### src/rtl/core/sync_framed_packet_parser_unit_assert.svh
// ----------------------------------------------------------------------------
// Sync-framed packet parser assertion macros
// Shared concurrent assertion forms, clocked on clk.
// ----------------------------------------------------------------------------
`ifndef SYNC_FRAMED_PACKET_PARSER_UNIT_ASSERT_SVH
`define SYNC_FRAMED_PACKET_PARSER_UNIT_ASSERT_SVH

// Check a property while out of reset.
`define SFPP_ASSERT(lbl, prop, msg) \
  lbl: assert property (@(posedge clk) disable iff (!rst_n) prop) else $error(msg);

// Check a property on every edge, reset included.
`define SFPP_ASSERT_ALWAYS(lbl, prop, msg) \
  lbl: assert property (@(posedge clk) prop) else $error(msg);

`endif

### src/rtl/core/sfpp_pkg.sv
// ----------------------------------------------------------------------------
// sfpp_pkg
// Types and constants of the sync-framed packet parser.
// ----------------------------------------------------------------------------
`default_nettype none

package sfpp_pkg;

  localparam int unsigned PAYLOAD_BYTES = 9;
  localparam int unsigned CNT_W         = $clog2(PAYLOAD_BYTES + 1);
  localparam int unsigned LAST_IDX      = PAYLOAD_BYTES - 1;

  localparam logic [7:0] SYNC_BYTE    = 8'hAA;
  localparam logic [7:0] TRAILER_BYTE = 8'hFF;
  localparam logic [7:0] TARGET_FLAG  = 8'h01;

  // parse phase codes
  localparam logic [1:0] PH_HUNT   = 2'd0;
  localparam logic [1:0] PH_SYNC2  = 2'd1;
  localparam logic [1:0] PH_DATA   = 2'd2;
  localparam logic [1:0] PH_UNUSED = 2'd3;

  typedef struct packed {
    logic [7:0] rx_byte;
  } rx_item_t;

  typedef struct packed {
    logic [7:0]  x_direction;
    logic [7:0]  y_direction;
    logic [15:0] x_distance;
    logic [15:0] y_distance;
    logic [7:0]  status_flag;
    logic        target_detected;
  } result_t;

endpackage

`default_nettype wire

### src/rtl/core/sfpp_stream_if.sv
// ----------------------------------------------------------------------------
// sfpp_stream_if
// Valid/ready stream channel carrying one payload item per transfer.
// ----------------------------------------------------------------------------
`default_nettype none

interface sfpp_stream_if #(
  parameter type T = logic
);
  logic valid;
  logic ready;
  T     data;

  modport source (output valid, output data, input ready);
  modport sink   (input valid, input data, output ready);
endinterface

`default_nettype wire

### src/rtl/core/sync_framed_packet_parser_unit.sv
// ----------------------------------------------------------------------------
// sync_framed_packet_parser_unit
// Takes one received byte per transfer and hunts for the sync pair AA AA.
// The nine bytes after the sync are the payload; a payload that ends in
// FF FF yields one result decoded from payload bytes 0..6, any other frame
// is dropped without a result. A byte that breaks the sync pair sends the
// parser back to hunting and is not itself taken as a first sync byte.
// Rate: one byte per cycle, but the input stalls only while the output register
// holds a result the sink has not taken. The result appears in that register
// in the cycle after the last payload byte transfers.
// ----------------------------------------------------------------------------
`default_nettype none

`include "sync_framed_packet_parser_unit_assert.svh"

module sync_framed_packet_parser_unit (
  input  wire logic          clk,
  input  wire logic          rst_n,
  sfpp_stream_if.sink        in_s,
  sfpp_stream_if.source      out_m
);

  logic [1:0]                    phase_r, phase_nxt;
  logic [sfpp_pkg::CNT_W-1:0]    count_r, count_nxt;
  logic [7:0]                    store_r [sfpp_pkg::PAYLOAD_BYTES];
  logic                          out_valid_r, out_valid_nxt;
  sfpp_pkg::result_t             out_data_r;
  sfpp_pkg::result_t             result;

  logic       in_xfer;
  logic       out_xfer;
  logic [7:0] rx;
  logic       store_en;
  logic       frame_end;
  logic       frame_good;

  assign in_s.ready  = !out_valid_r || out_m.ready;
  assign in_xfer     = in_s.valid && in_s.ready;
  assign out_xfer    = out_valid_r && out_m.ready;
  assign rx          = in_s.data.rx_byte;

  assign store_en    = in_xfer && (phase_r == sfpp_pkg::PH_DATA) &&
                       (count_r < sfpp_pkg::CNT_W'(sfpp_pkg::PAYLOAD_BYTES));
  // last payload byte arrives now; trailer is the stored byte plus this one
  assign frame_end   = in_xfer && (phase_r == sfpp_pkg::PH_DATA) &&
                       (count_r == sfpp_pkg::CNT_W'(sfpp_pkg::LAST_IDX));
  assign frame_good  = frame_end &&
                       (store_r[sfpp_pkg::LAST_IDX-1] == sfpp_pkg::TRAILER_BYTE) &&
                       (rx == sfpp_pkg::TRAILER_BYTE);

  always_comb begin
    result.x_direction     = store_r[0];
    result.y_direction     = store_r[1];
    result.x_distance      = {store_r[2], store_r[3]};
    result.y_distance      = {store_r[4], store_r[5]};
    result.status_flag     = store_r[6];
    result.target_detected = (store_r[6] == sfpp_pkg::TARGET_FLAG);
  end

  always_comb begin
    phase_nxt = phase_r;
    count_nxt = count_r;
    if (in_xfer) begin
      unique case (phase_r)
        sfpp_pkg::PH_SYNC2: begin
          count_nxt = '0;
          phase_nxt = (rx == sfpp_pkg::SYNC_BYTE) ? sfpp_pkg::PH_DATA : sfpp_pkg::PH_HUNT;
        end
        sfpp_pkg::PH_DATA: begin
          if (count_r >= sfpp_pkg::CNT_W'(sfpp_pkg::LAST_IDX)) begin
            phase_nxt = sfpp_pkg::PH_HUNT;
            count_nxt = '0;
          end else begin
            count_nxt = count_r + 1'b1;
          end
        end
        sfpp_pkg::PH_HUNT, sfpp_pkg::PH_UNUSED: begin
          phase_nxt = (rx == sfpp_pkg::SYNC_BYTE) ? sfpp_pkg::PH_SYNC2 : sfpp_pkg::PH_HUNT;
        end
        default: begin
          phase_nxt = sfpp_pkg::PH_HUNT;
        end
      endcase
    end
  end

  always_comb begin
    out_valid_nxt = out_valid_r;
    if (frame_good) begin
      out_valid_nxt = 1'b1;
    end else if (out_xfer) begin
      out_valid_nxt = 1'b0;
    end
  end

  always_ff @(posedge clk) begin
    if (!rst_n) begin
      phase_r     <= sfpp_pkg::PH_HUNT;
      count_r     <= '0;
      out_valid_r <= 1'b0;
    end else begin
      phase_r     <= phase_nxt;
      count_r     <= count_nxt;
      out_valid_r <= out_valid_nxt;
    end
  end

  // payload bytes, written at the current count
  always_ff @(posedge clk) begin
    for (int unsigned i = 0; i < sfpp_pkg::PAYLOAD_BYTES; i++) begin
      if (store_en && (count_r == sfpp_pkg::CNT_W'(i))) begin
        store_r[i] <= rx;
      end
    end
  end

  always_ff @(posedge clk) begin
    if (frame_good) begin
      out_data_r <= result;
    end
  end

  assign out_m.valid = out_valid_r;
  assign out_m.data  = out_data_r;

  `SFPP_ASSERT(a_result_follows_frame_end,
    $rose(out_valid_r) |-> $past(frame_end), "result without a completed frame")
  `SFPP_ASSERT(a_count_in_range,
    count_r < sfpp_pkg::CNT_W'(sfpp_pkg::PAYLOAD_BYTES), "payload count out of range")
  `SFPP_ASSERT(a_count_idle_outside_data,
    phase_r != sfpp_pkg::PH_DATA |-> count_r == '0, "payload count nonzero outside data")
  `SFPP_ASSERT(a_phase_code_used,
    phase_r != sfpp_pkg::PH_UNUSED, "unused parse phase reached")
  `SFPP_ASSERT(a_target_matches_flag,
    out_valid_r |-> out_data_r.target_detected == (out_data_r.status_flag == sfpp_pkg::TARGET_FLAG),
    "target bit disagrees with flag")
  `SFPP_ASSERT_ALWAYS(a_reset_clears_output,
    !rst_n |=> !out_valid_r, "output valid after reset")

endmodule

`default_nettype wire

### src/flat_wrapper.sv
// flat-port wrapper written by rule: the top's interface ports become plain ports
module sync_framed_packet_parser_unit_flat 
  (clk, rst_n, in_s_valid, in_s_data, in_s_ready, out_m_valid, out_m_data, out_m_ready);
  sfpp_stream_if #(.T(sfpp_pkg::rx_item_t)) in_s_i ();
  sfpp_stream_if #(.T(sfpp_pkg::result_t)) out_m_i ();
  input  wire logic clk;
  input  wire logic rst_n;
  input wire logic [$bits(in_s_i.valid)-1:0] in_s_valid;
  input wire logic [$bits(in_s_i.data)-1:0] in_s_data;
  output wire logic [$bits(in_s_i.ready)-1:0] in_s_ready;
  output wire logic [$bits(out_m_i.valid)-1:0] out_m_valid;
  output wire logic [$bits(out_m_i.data)-1:0] out_m_data;
  input wire logic [$bits(out_m_i.ready)-1:0] out_m_ready;
  assign in_s_i.valid = in_s_valid;
  assign in_s_i.data = in_s_data;
  assign in_s_ready = in_s_i.ready;
  assign out_m_valid = out_m_i.valid;
  assign out_m_data = out_m_i.data;
  assign out_m_i.ready = out_m_ready;
  sync_framed_packet_parser_unit u_core (.clk(clk), .rst_n(rst_n), .in_s(in_s_i), .out_m(out_m_i));
endmodule
### config.mk
export PLATFORM = sky130hd
export DESIGN_NAME = sync_framed_packet_parser_unit_flat
export DESIGN_NICKNAME = d
export VERILOG_FILES = /design/src/rtl/core/sfpp_pkg.sv /design/src/rtl/core/sfpp_stream_if.sv /design/src/rtl/core/sync_framed_packet_parser_unit.sv /design/src/flat_wrapper.sv
export VERILOG_INCLUDE_DIRS = /design/src /design/src/rtl/core
export SDC_FILE = /design/constraint.sdc
export NUM_CORES = 1
export LEC_CHECK = 0
export ABC_CLOCK_PERIOD_IN_PS = 2600
export BUFFER_PORTS_ARGS = -buffer_cell sky130_fd_sc_hd__buf_2
export CORE_MARGIN = 5
export CORE_UTILIZATION = 49
export DETAILED_ROUTE_END_ITERATION = 12
export GPL_ROUTABILITY_DRIVEN = 0
export HOLD_SLACK_MARGIN = 0.1
export PLACE_DENSITY = 0.8
export SLEW_MARGIN = 10
export SYNTH_ARGS = -nofsm -noshare
export SYNTH_HDL_FRONTEND = slang
export SYNTH_SLANG_ARGS = --single-unit
### constraint.sdc
create_clock -name clk -period 2.6 [get_ports clk]
set_input_delay 0.39 -clock clk [delete_from_list [all_inputs] [get_ports clk]]
set_output_delay 0.39 -clock clk [all_outputs]
set_load 0.01 [all_outputs]
**After elaboration in Yosys (flattened, before gate mapping)**

Memory sizes are Yosys's and may differ from the RTL's. A register that Yosys moved wholly into a read port is not among the register bits.
Index checks and enable logic that the tools add are counted.
W data, S select, Z words.

- RAM bits: 72
- Memories kept: 1
- Register bits: 16
- Input bits: 12

- Magnitude comparators: 2
- Add/sub/neg operators: 1
- Reductions and logical operators: 33
- Multiplexer cells: 50
- Equality and inequality tests: 16

Memory list:

| memory | words | bits a word | read ports | clocked after Yosys merged registers in | write ports | line | text |
|---|---|---|---|---|---|---|---|
| u_core.store_r | 9 | 8 | 8 | 6 | 1 | sync_framed_packet_parser_unit.sv:25 | `logic [7:0] store_r [sfpp_pkg::PAYLOAD_BYTES];` |

Operators by type and width:

| kind | number |
|---|---|
| $mux W8 | 8 |
| $reduce_or A8 Y1 | 8 |
| $mux W4 | 9 |
| $mux W1 | 29 |
| $eq A8 B8 Y1 const B | 3 |
| $eq A4 B3 Y1 const B | 4 |
| $logic_and A1 B1 Y1 | 16 |
| $eq A4 B2 Y1 const B | 2 |
| $eq A8 B1 Y1 const B | 1 |
| $pmux W4 S2 | 1 |
| $pmux W2 S3 | 1 |
| $add A4 B1 Y4 const B | 1 |
| $eq A2 B2 Y1 const B | 2 |
| $eq A4 B1 Y1 const B | 1 |
| $eq A4 B4 Y1 const B | 1 |
| $ge A4 B4 Y1 const B | 1 |
| $logic_not A4 Y1 | 1 |
| $lt A4 B4 Y1 const B | 1 |
| $mux W2 | 2 |
| $reduce_and A2 Y1 | 2 |
| $reduce_bool A2 Y1 | 2 |
| $eq A2 B1 Y1 const B | 1 |
| $logic_not A2 Y1 | 1 |
| $ne A2 B2 Y1 const B | 1 |
| other kinds (3) | 3 |

**Longest topological paths before layout**

Gate-level depths: netlist (run 1).

- Word-level depth: 17
- Depth in mapped cells: 6

**Worst setup path after synthesis (run 1)**

Ideal clock, no wire load.

- Kind: register to register
- From: register u_core.count_r[0] (netlist name)
- To: register out_m_data[10] (netlist name)
- Buffers on the path: 0
- Setup slack: -0.025 ns
- Data required time: 2.181 ns
- Cell stages (with the launch flop): 6
- Setup time: 0.419 ns
- Arrival time: 2.206 ns
- Path through: dfxtp_1 -> inv_1 -> ha_1 -> nand4_1 -> nor2_1 -> and4_1

- Longest elaborated chain between the ends: 4

Ends and longest elaborated chain:

| what | line | text |
|---|---|---|
| from (decl) | sync_framed_packet_parser_unit.sv:24 | `logic [sfpp_pkg::CNT_W-1:0] count_r, count_nxt;` |
| from (signal assigned) | sync_framed_packet_parser_unit.sv:103 | `count_r <= count_nxt;` |
| $eq A4 B4 Y1 | sync_framed_packet_parser_unit.sv:46 | `(count_r == sfpp_pkg::CNT_W'(sfpp_pkg::LAST_IDX));` |
| $logic_and A1 B1 Y1 | sync_framed_packet_parser_unit.sv:45 | `assign frame_end = in_xfer && (phase_r == sfpp_pkg::PH_DATA) &&` |
| $logic_and A1 B1 Y1 | sync_framed_packet_parser_unit.sv:47 | `assign frame_good = frame_end &&` |
| $logic_and A1 B1 Y1 | sync_framed_packet_parser_unit.sv:48 | `(store_r[sfpp_pkg::LAST_IDX-1] == sfpp_pkg::TRAILER_BYTE) &&` |
| via u_core.frame_good | sync_framed_packet_parser_unit.sv:35 | `logic frame_good;` |

The timed path passes the listed nets, and every way through them passes these cells.
A chain may end at the register's enable or synchronous reset.

**Worst setup path after layout (run 1)**

- From: register u_core.count_r[0] (netlist name)
- To: register out_m_data[12] (netlist name)

- Longest elaborated chain between the ends: 4

Ends and longest elaborated chain:

| what | line |
|---|---|
| $eq A4 B4 Y1 | sync_framed_packet_parser_unit.sv:46 |
| $logic_and A1 B1 Y1 | sync_framed_packet_parser_unit.sv:45 |
| $logic_and A1 B1 Y1 | sync_framed_packet_parser_unit.sv:47 |
| $logic_and A1 B1 Y1 | sync_framed_packet_parser_unit.sv:48 |
| via u_core.frame_good | sync_framed_packet_parser_unit.sv:35 |

The timed path passes the listed nets, and every way through them passes these cells.

==> reports/metrics.cfg, run 1 <==
[critical_path]
critical_path.max_fanout=40
critPathRequiredTime_ps=2750
criticalPathCategory=flop to flop
critPathSlowestCell=buf_4
critPathArrivalTime_ps=2100
crit_chain=inv_1, ha_1, nand4_1, nor2_1, and4_2, buf_4
cp-startpoint=u_core.count_r[0]
max_stage_delay_ps=410
cp-start-kind=flop
r2r-start=u_core.count_r[0]
cp-end-kind=flop

[synth]
yosys_warnings=0
synth_edf_count=121
synth_fp_nets=205
synth.area.top_cells=edfxtp_1 (86%), dfxtp_1 (3.3%), ha_1 (1.8%)
synth.distinct_cells=30
netlist_instances=187
async_flop_share_pct=0
ys_seq_area_share_pct=89.6
synthFlopType=edfxtp_1
yosysMostFrequentCell=edfxtp_1
yosysTopAreaCell=edfxtp_1
ys_ff_latch=128
synthTopCellsByCount=edfxtp_1 (121), and2_1 (8), dfxtp_1 (7)
syn-cell-area_mm2=0.00421
yosysTopAreaCellShare_pct=86.3
synth.avg_cell_area_um2=22.5

[sta]
drv_slew=0
fin_crit_ps=1950
slew_headroom_pct=67.8
whs_ps=182
skew_ps=7.19
setup_viol=0
worstMarginPinSlew_ps=482
setup_tns_ps=0
hold_violations=0
rsz0062_at_grt=false
clock.fmax_mhz=513
setup_ws_ps=651
fin_crit_sh_pct=74.9

[detailed_routing]
drc_errors=0
via_per_inst=5.10
ant_nets=0
drt_pass1_iterations=5
dr_total_vias=2011
route.detailed.wl_per_inst_um=18.7
drt_iter0_drc=135
drt-total-wl_um=7380

[cts]
clock-sinks=128
cts_resized=0
worstSkewPairLatency_ps=510
clk_pin_slew_ps=60
clk_path_buf_depth=2
tritoncts=done
cts_setup_buffers=0
cts_made_buffers=17
h-tree-depth=4
cts_root_buf=clkbuf_8
postCtsHoldBufs=0

[layout]
nNetsFinal=294
syn_to_final_growth_pct=26.4
regArea_mm2=0.00377
drive_above_1_share_pct=38.8
num_antenna_cells=0
fillCellCount=548
final_cell_count_no_fill=394
multi_input_area_um2=410

[floorplan]
rows=33
ios=71
coreArea_mm2=0.00830
die_area_mm2=0.0105
die_x_um=103
die_h_um=103
start_util_pct=50.7

[pwr]
p_per_area_mw_per_mm2=883
p_leak_nw=1.92
p_total_mw=4.70
ir_drop_v=0.000561

[grt]
grt_max_degree=41
grt_pass1_wl_um=11000
grt_pass1_vias=1992
antenna_found_initial=0
overflow=0
track_usage_pct=15.2

[place]
dp_cells=362
dpl.hpwl_um=4720
port-buffer-count=70
pre_cts_ws_ps=520

[run_status]
outcome=completed

[job]
maxCapViolations=0

[hold_path]
min_path_type=primary input to flop
min_from=rst_n

[layer usage]
metal | routed length (µm) | share of wire [%] | global-route usage, % | up-vias
li1 | - | - | - | 920
met1 | 2990 | 41 | 18.6 | 982
met2 | 3660 | 50 | 23.9 | 93
met3 | 617 | 8.4 | 6.43 | 16
met4 | 110 | 1.5 | 6.66 | 0
met5 | 0 | 0 | 0 | -
[state kept, by name, summed over array words and instances, names as in the netlist]
register,count
out_m_data,56
u_core.count_r,4
u_core.phase_r,2
u_core.out_m.valid,1
u_core.out_m.data,1
u_core.store_r,64
[placed cells by master (no fill, tap or decap), types with 2 or more instances in the layout]
master / Yosys / layout
nor2_1: 5 / 5
a32o_2: 3 / 3
edfxtp_1: 121 / 121
bufinv_16: 0 / 4
clkinv_4: 0 / 6
mux2i_1: 2 / 2
ha_1: 6 / 6
dfxtp_1: 7 / 7
clkbuf_16: 0 / 16
nand2_1: 3 / 3
nor3_1: 3 / 3
clkinv_2: 0 / 2
inv_1: 4 / 4
and2_1: 8 / 8
buf_2: 1 / 70
nand4_1: 3 / 3
buf_4: 1 / 2
nor2b_1: 3 / 3
[cells by family (layout without fill, tap and decap cells)]
kind of cell	after synthesis	after routing	synth area share, %
DFF	128	128	89.6
buffers and inverters	6	108	0.654
adders and majority gates	6	6	1.78
AOI/OAI and AO/OA	6	6	1.28
muxes	2	2	0.476
and+or+nand+nor	39	39	6.18
[stage by stage]
step           utilization [%]  cell area, µm²
3_3_place_gp              56.6            4700
5_1_grt                   64.1            5320
3_5_place_dp              56.6            4700
2_1_floorplan                -            4210
6_report                  64.1            5320
4_1_cts                   64.1            5320
[final cells by class]
| type | count | area share [%] |
|---|---|---|
| flip-flops and latches | 128 | 70.9 |
| clock inverters | 15 | 3.95 |
| multi-input cells | 53 | 7.71 |
| well taps | 105 | 2.47 |
| clock buffers | 17 | 7.78 |
| repair buffers | 72 | 6.87 |
| inverters | 4 | 0.282 |
[path summary, 6_finish.rpt]
check,to,slack [ps],depth (start not counted)
min reg2reg,out_m_data[43],420,0
max,out_m_data[12],650,6
max reg2reg,out_m_data[12],650,6
min,u_core.count_r[1],180,2
[worst max-delay path, delay by kind of cell (launching register included)]
family        cells  cell delay, ps
buf+inv           2             520
flops             1             360
fa+ha+maj         1             190
simple gates      3             490
[report_power, final]
group,total [mW],internal [mW],switching (mW)
registers,2.24,2.24,0.0000181
logic,0.0352,0.00874,0.0265
clock network,2.43,1.57,0.858
Note: power is estimated with default switching activity, not from simulation.
==> run 2, diff against run 1 <==
--- a/config.mk
+++ b/config.mk
@@ -6,14 +6,14 @@
 export SDC_FILE = /design/constraint.sdc
 export NUM_CORES = 1
 export LEC_CHECK = 0
-export ABC_CLOCK_PERIOD_IN_PS = 2600
+export ABC_CLOCK_PERIOD_IN_PS = 1900
 export BUFFER_PORTS_ARGS = -buffer_cell sky130_fd_sc_hd__buf_2
 export CORE_MARGIN = 5
-export CORE_UTILIZATION = 49
+export CORE_UTILIZATION = 55
 export DETAILED_ROUTE_END_ITERATION = 12
 export GPL_ROUTABILITY_DRIVEN = 0
 export HOLD_SLACK_MARGIN = 0.1
-export PLACE_DENSITY = 0.8
+export PLACE_DENSITY = 0.84
 export SLEW_MARGIN = 10
 export SYNTH_ARGS = -nofsm -noshare
 export SYNTH_HDL_FRONTEND = slang
==> constraint.sdc (replaced) <==
create_clock -name clk -period 1.9 [get_ports clk]
set_input_delay 0.285 -clock clk [delete_from_list [all_inputs] [get_ports clk]]
set_output_delay 0.285 -clock clk [all_outputs]
set_load 0.01 [all_outputs]
==> reports/metrics.cfg, run 2 (synthesis gave the netlist of run 1 again) <==
[pwr]
p_total_mw=6.31  ; +34%
p_leak_nw=1.96  ; +2.2%
ir_drop_v=0.000639  ; +14%
p_per_area_mw_per_mm2=1160  ; +32%

[layout]
fillCellCount=466  ; -15%
utilization_pct=71.2  ; +7.1 points
drive_above_1_share_pct=42.0  ; +3.2 points
final_cell_mix=edfxtp_1 (121), buf_2 (70), clkbuf_16 (16), buf_4 (8), dfxtp_1 (7)
nNetsFinal=305  ; +3.7%
final_cell_count_no_fill=402  ; +2.0%
top_register=u_core.store_r
fin_area_mm2=0.00542  ; +1.8%
num_antenna_cells=0  ; unchanged
syn_to_final_growth_pct=28.6
final_common_cell=edfxtp_1
largest_reg_flops=64  ; unchanged

[detailed_routing]
route.detailed.wl_per_inst_um=18.4  ; -1.7%
drt_iter0_drc=173  ; +28%
ant_nets=0  ; unchanged
drc_errors=0  ; unchanged
drt-total-wl_um=7400  ; +0.34%
drt_pass1_iterations=5  ; unchanged
via_per_inst=5.10  ; about the same
dr_total_vias=2052  ; +2.0%

[sta]
hold_violations=0  ; unchanged
fin_crit_sh_pct=94.1  ; +19 points
clock.fmax_mhz=560  ; +9.0%
fin_crit_ps=1790  ; -161 ps
worstMarginPinSlew_ps=405  ; -77.0 ps
skew_ps=9.86  ; +2.67 ps
slew_headroom_pct=72.8  ; +4.9 points
drv_slew=0  ; unchanged
setup_viol=0  ; unchanged
setup_ws_ps=113  ; -539 ps

[cts]
clock-sinks=128  ; unchanged
clk_pin_slew_ps=60  ; about the same
cts_root_buf=clkbuf_8
h-tree-depth=4  ; unchanged
tritoncts=done
cts_made_buffers=17  ; unchanged
worstSkewPairLatency_ps=520  ; about the same
clk_path_buf_depth=2  ; unchanged

[floorplan]
start_util_pct=55.3  ; +4.6 points
die_x_um=97.5  ; -5.1%
coreArea_mm2=0.00761  ; -8.3%
die_h_um=97.5  ; -5.1%
rows=32  ; -3.0%
ios=71  ; unchanged
die_area_mm2=0.00951  ; -9.9%

[grt]
overflow=0  ; unchanged
grt_max_degree=38  ; -7.3%
antenna_found_initial=0  ; unchanged
grt_pass1_wl_um=11400  ; +3.8%
grt_pass1_vias=2100  ; +5.4%
track_usage_pct=16.6  ; +1.4 points

[place]
dp_cells=367  ; +1.4%
port-buffer-count=70  ; unchanged
pre_cts_ws_ps=112  ; -408 ps
dpl.hpwl_um=4660  ; -1.3%
dpl_cell_area_mm2=0.00478  ; +1.8%

[critical_path]
cp-end-kind=flop
critPathRequiredTime_ps=2350  ; -400 ps
criticalPathCategory=flop to flop
cp-start-kind=flop
critical_path.max_fanout=6  ; -85%
critPathArrivalTime_ps=2240  ; +140 ps

[job]
maxCapViolations=0  ; unchanged

[hold_path]
min_path_type=primary input to flop

[run_status]
outcome=completed

==> run 2: changes by cell type in the layout (fill, tap and decap cells not counted), sizes merged <==
cell	previous run	this run
bufinv	4	3
dlygate4sd3	0	3
clkinvlp	1	3
inv	6	8
buf	72	80
clkinv	8	5
==> run 2: cell type report <==
type                            instances  area (µm²)  share of cell area (%)
Clock buffer                           17         414                    7.65
Clock inverter                         15         183                    3.37
Inverter                                4        15.0                   0.277
Multi-Input combinational cell         53         422                    7.79
Sequential cell                       128        3770                    69.7
Tap cell                              102         128                    2.36
Timing Repair Buffer                   83         480                    8.87
==> run 2: final timing paths <==
| kind | start | end | slack, ps | depth (start not counted) |
|---|---|---|---|---|
| worst min-delay path | in_s_data[6] | u_core.store_r[3][6] | 140 | 1 |
| worst min register to register | u_core.store_r[1][8] | out_m_data[25] | 410 | 0 |
| worst max register to register | u_core.count_r[0] | u_core.out_m.valid | 110 | 7 |
| worst max-delay path | u_core.count_r[0] | u_core.out_m.valid | 110 | 7 |
==> run 2: worst max-delay path: stages, from the launching register on <==
cell	delay, ps
dfxtp_1	370
inv_1	100
ha_1	200
nand4_1	120
nor2_2	140
nand3_1	90
a21boi_1	150
dlygate4sd3_1	560
==> run 2: per-stage QoR <==
| step | TNS, ps | hold slack, ps |
|---|---|---|
| 2_1_floorplan | 0 | 384 |
| 3_3_place_gp | 0 | 402 |
| 3_5_place_dp | 0 | 405 |
| 4_1_cts | 0 | 103 |
| 5_1_grt | -23.1 | 130 |
| 6_report | 0 | 137 |
==> run 2: what timing repair did <==
action | CTS | global route
endpoints found under the setup margin | 0 | 49
buffers inserted | 0 | 0
hold buffers | 2 | 1
endpoints found under the hold margin | 1 | 1
gates resized for setup | 0 | 7
==> run 2: report_power, final <==
part	switching [mW]	internal, mW	leakage, nW
Combinational	0.0429	0.0241	0.529
Clock	1.17	2.01	0.283
Sequential	0.0000251	3.06	1.15
==> run 2: layer usage <==
metal	vias up	share of wire, %	track usage, %
met4	0	1.8	7.56
met1	1010	39	20.3
li1	942	-	-
met5	-	0	0
met2	88	52	26.2
met3	12	7.5	6.75
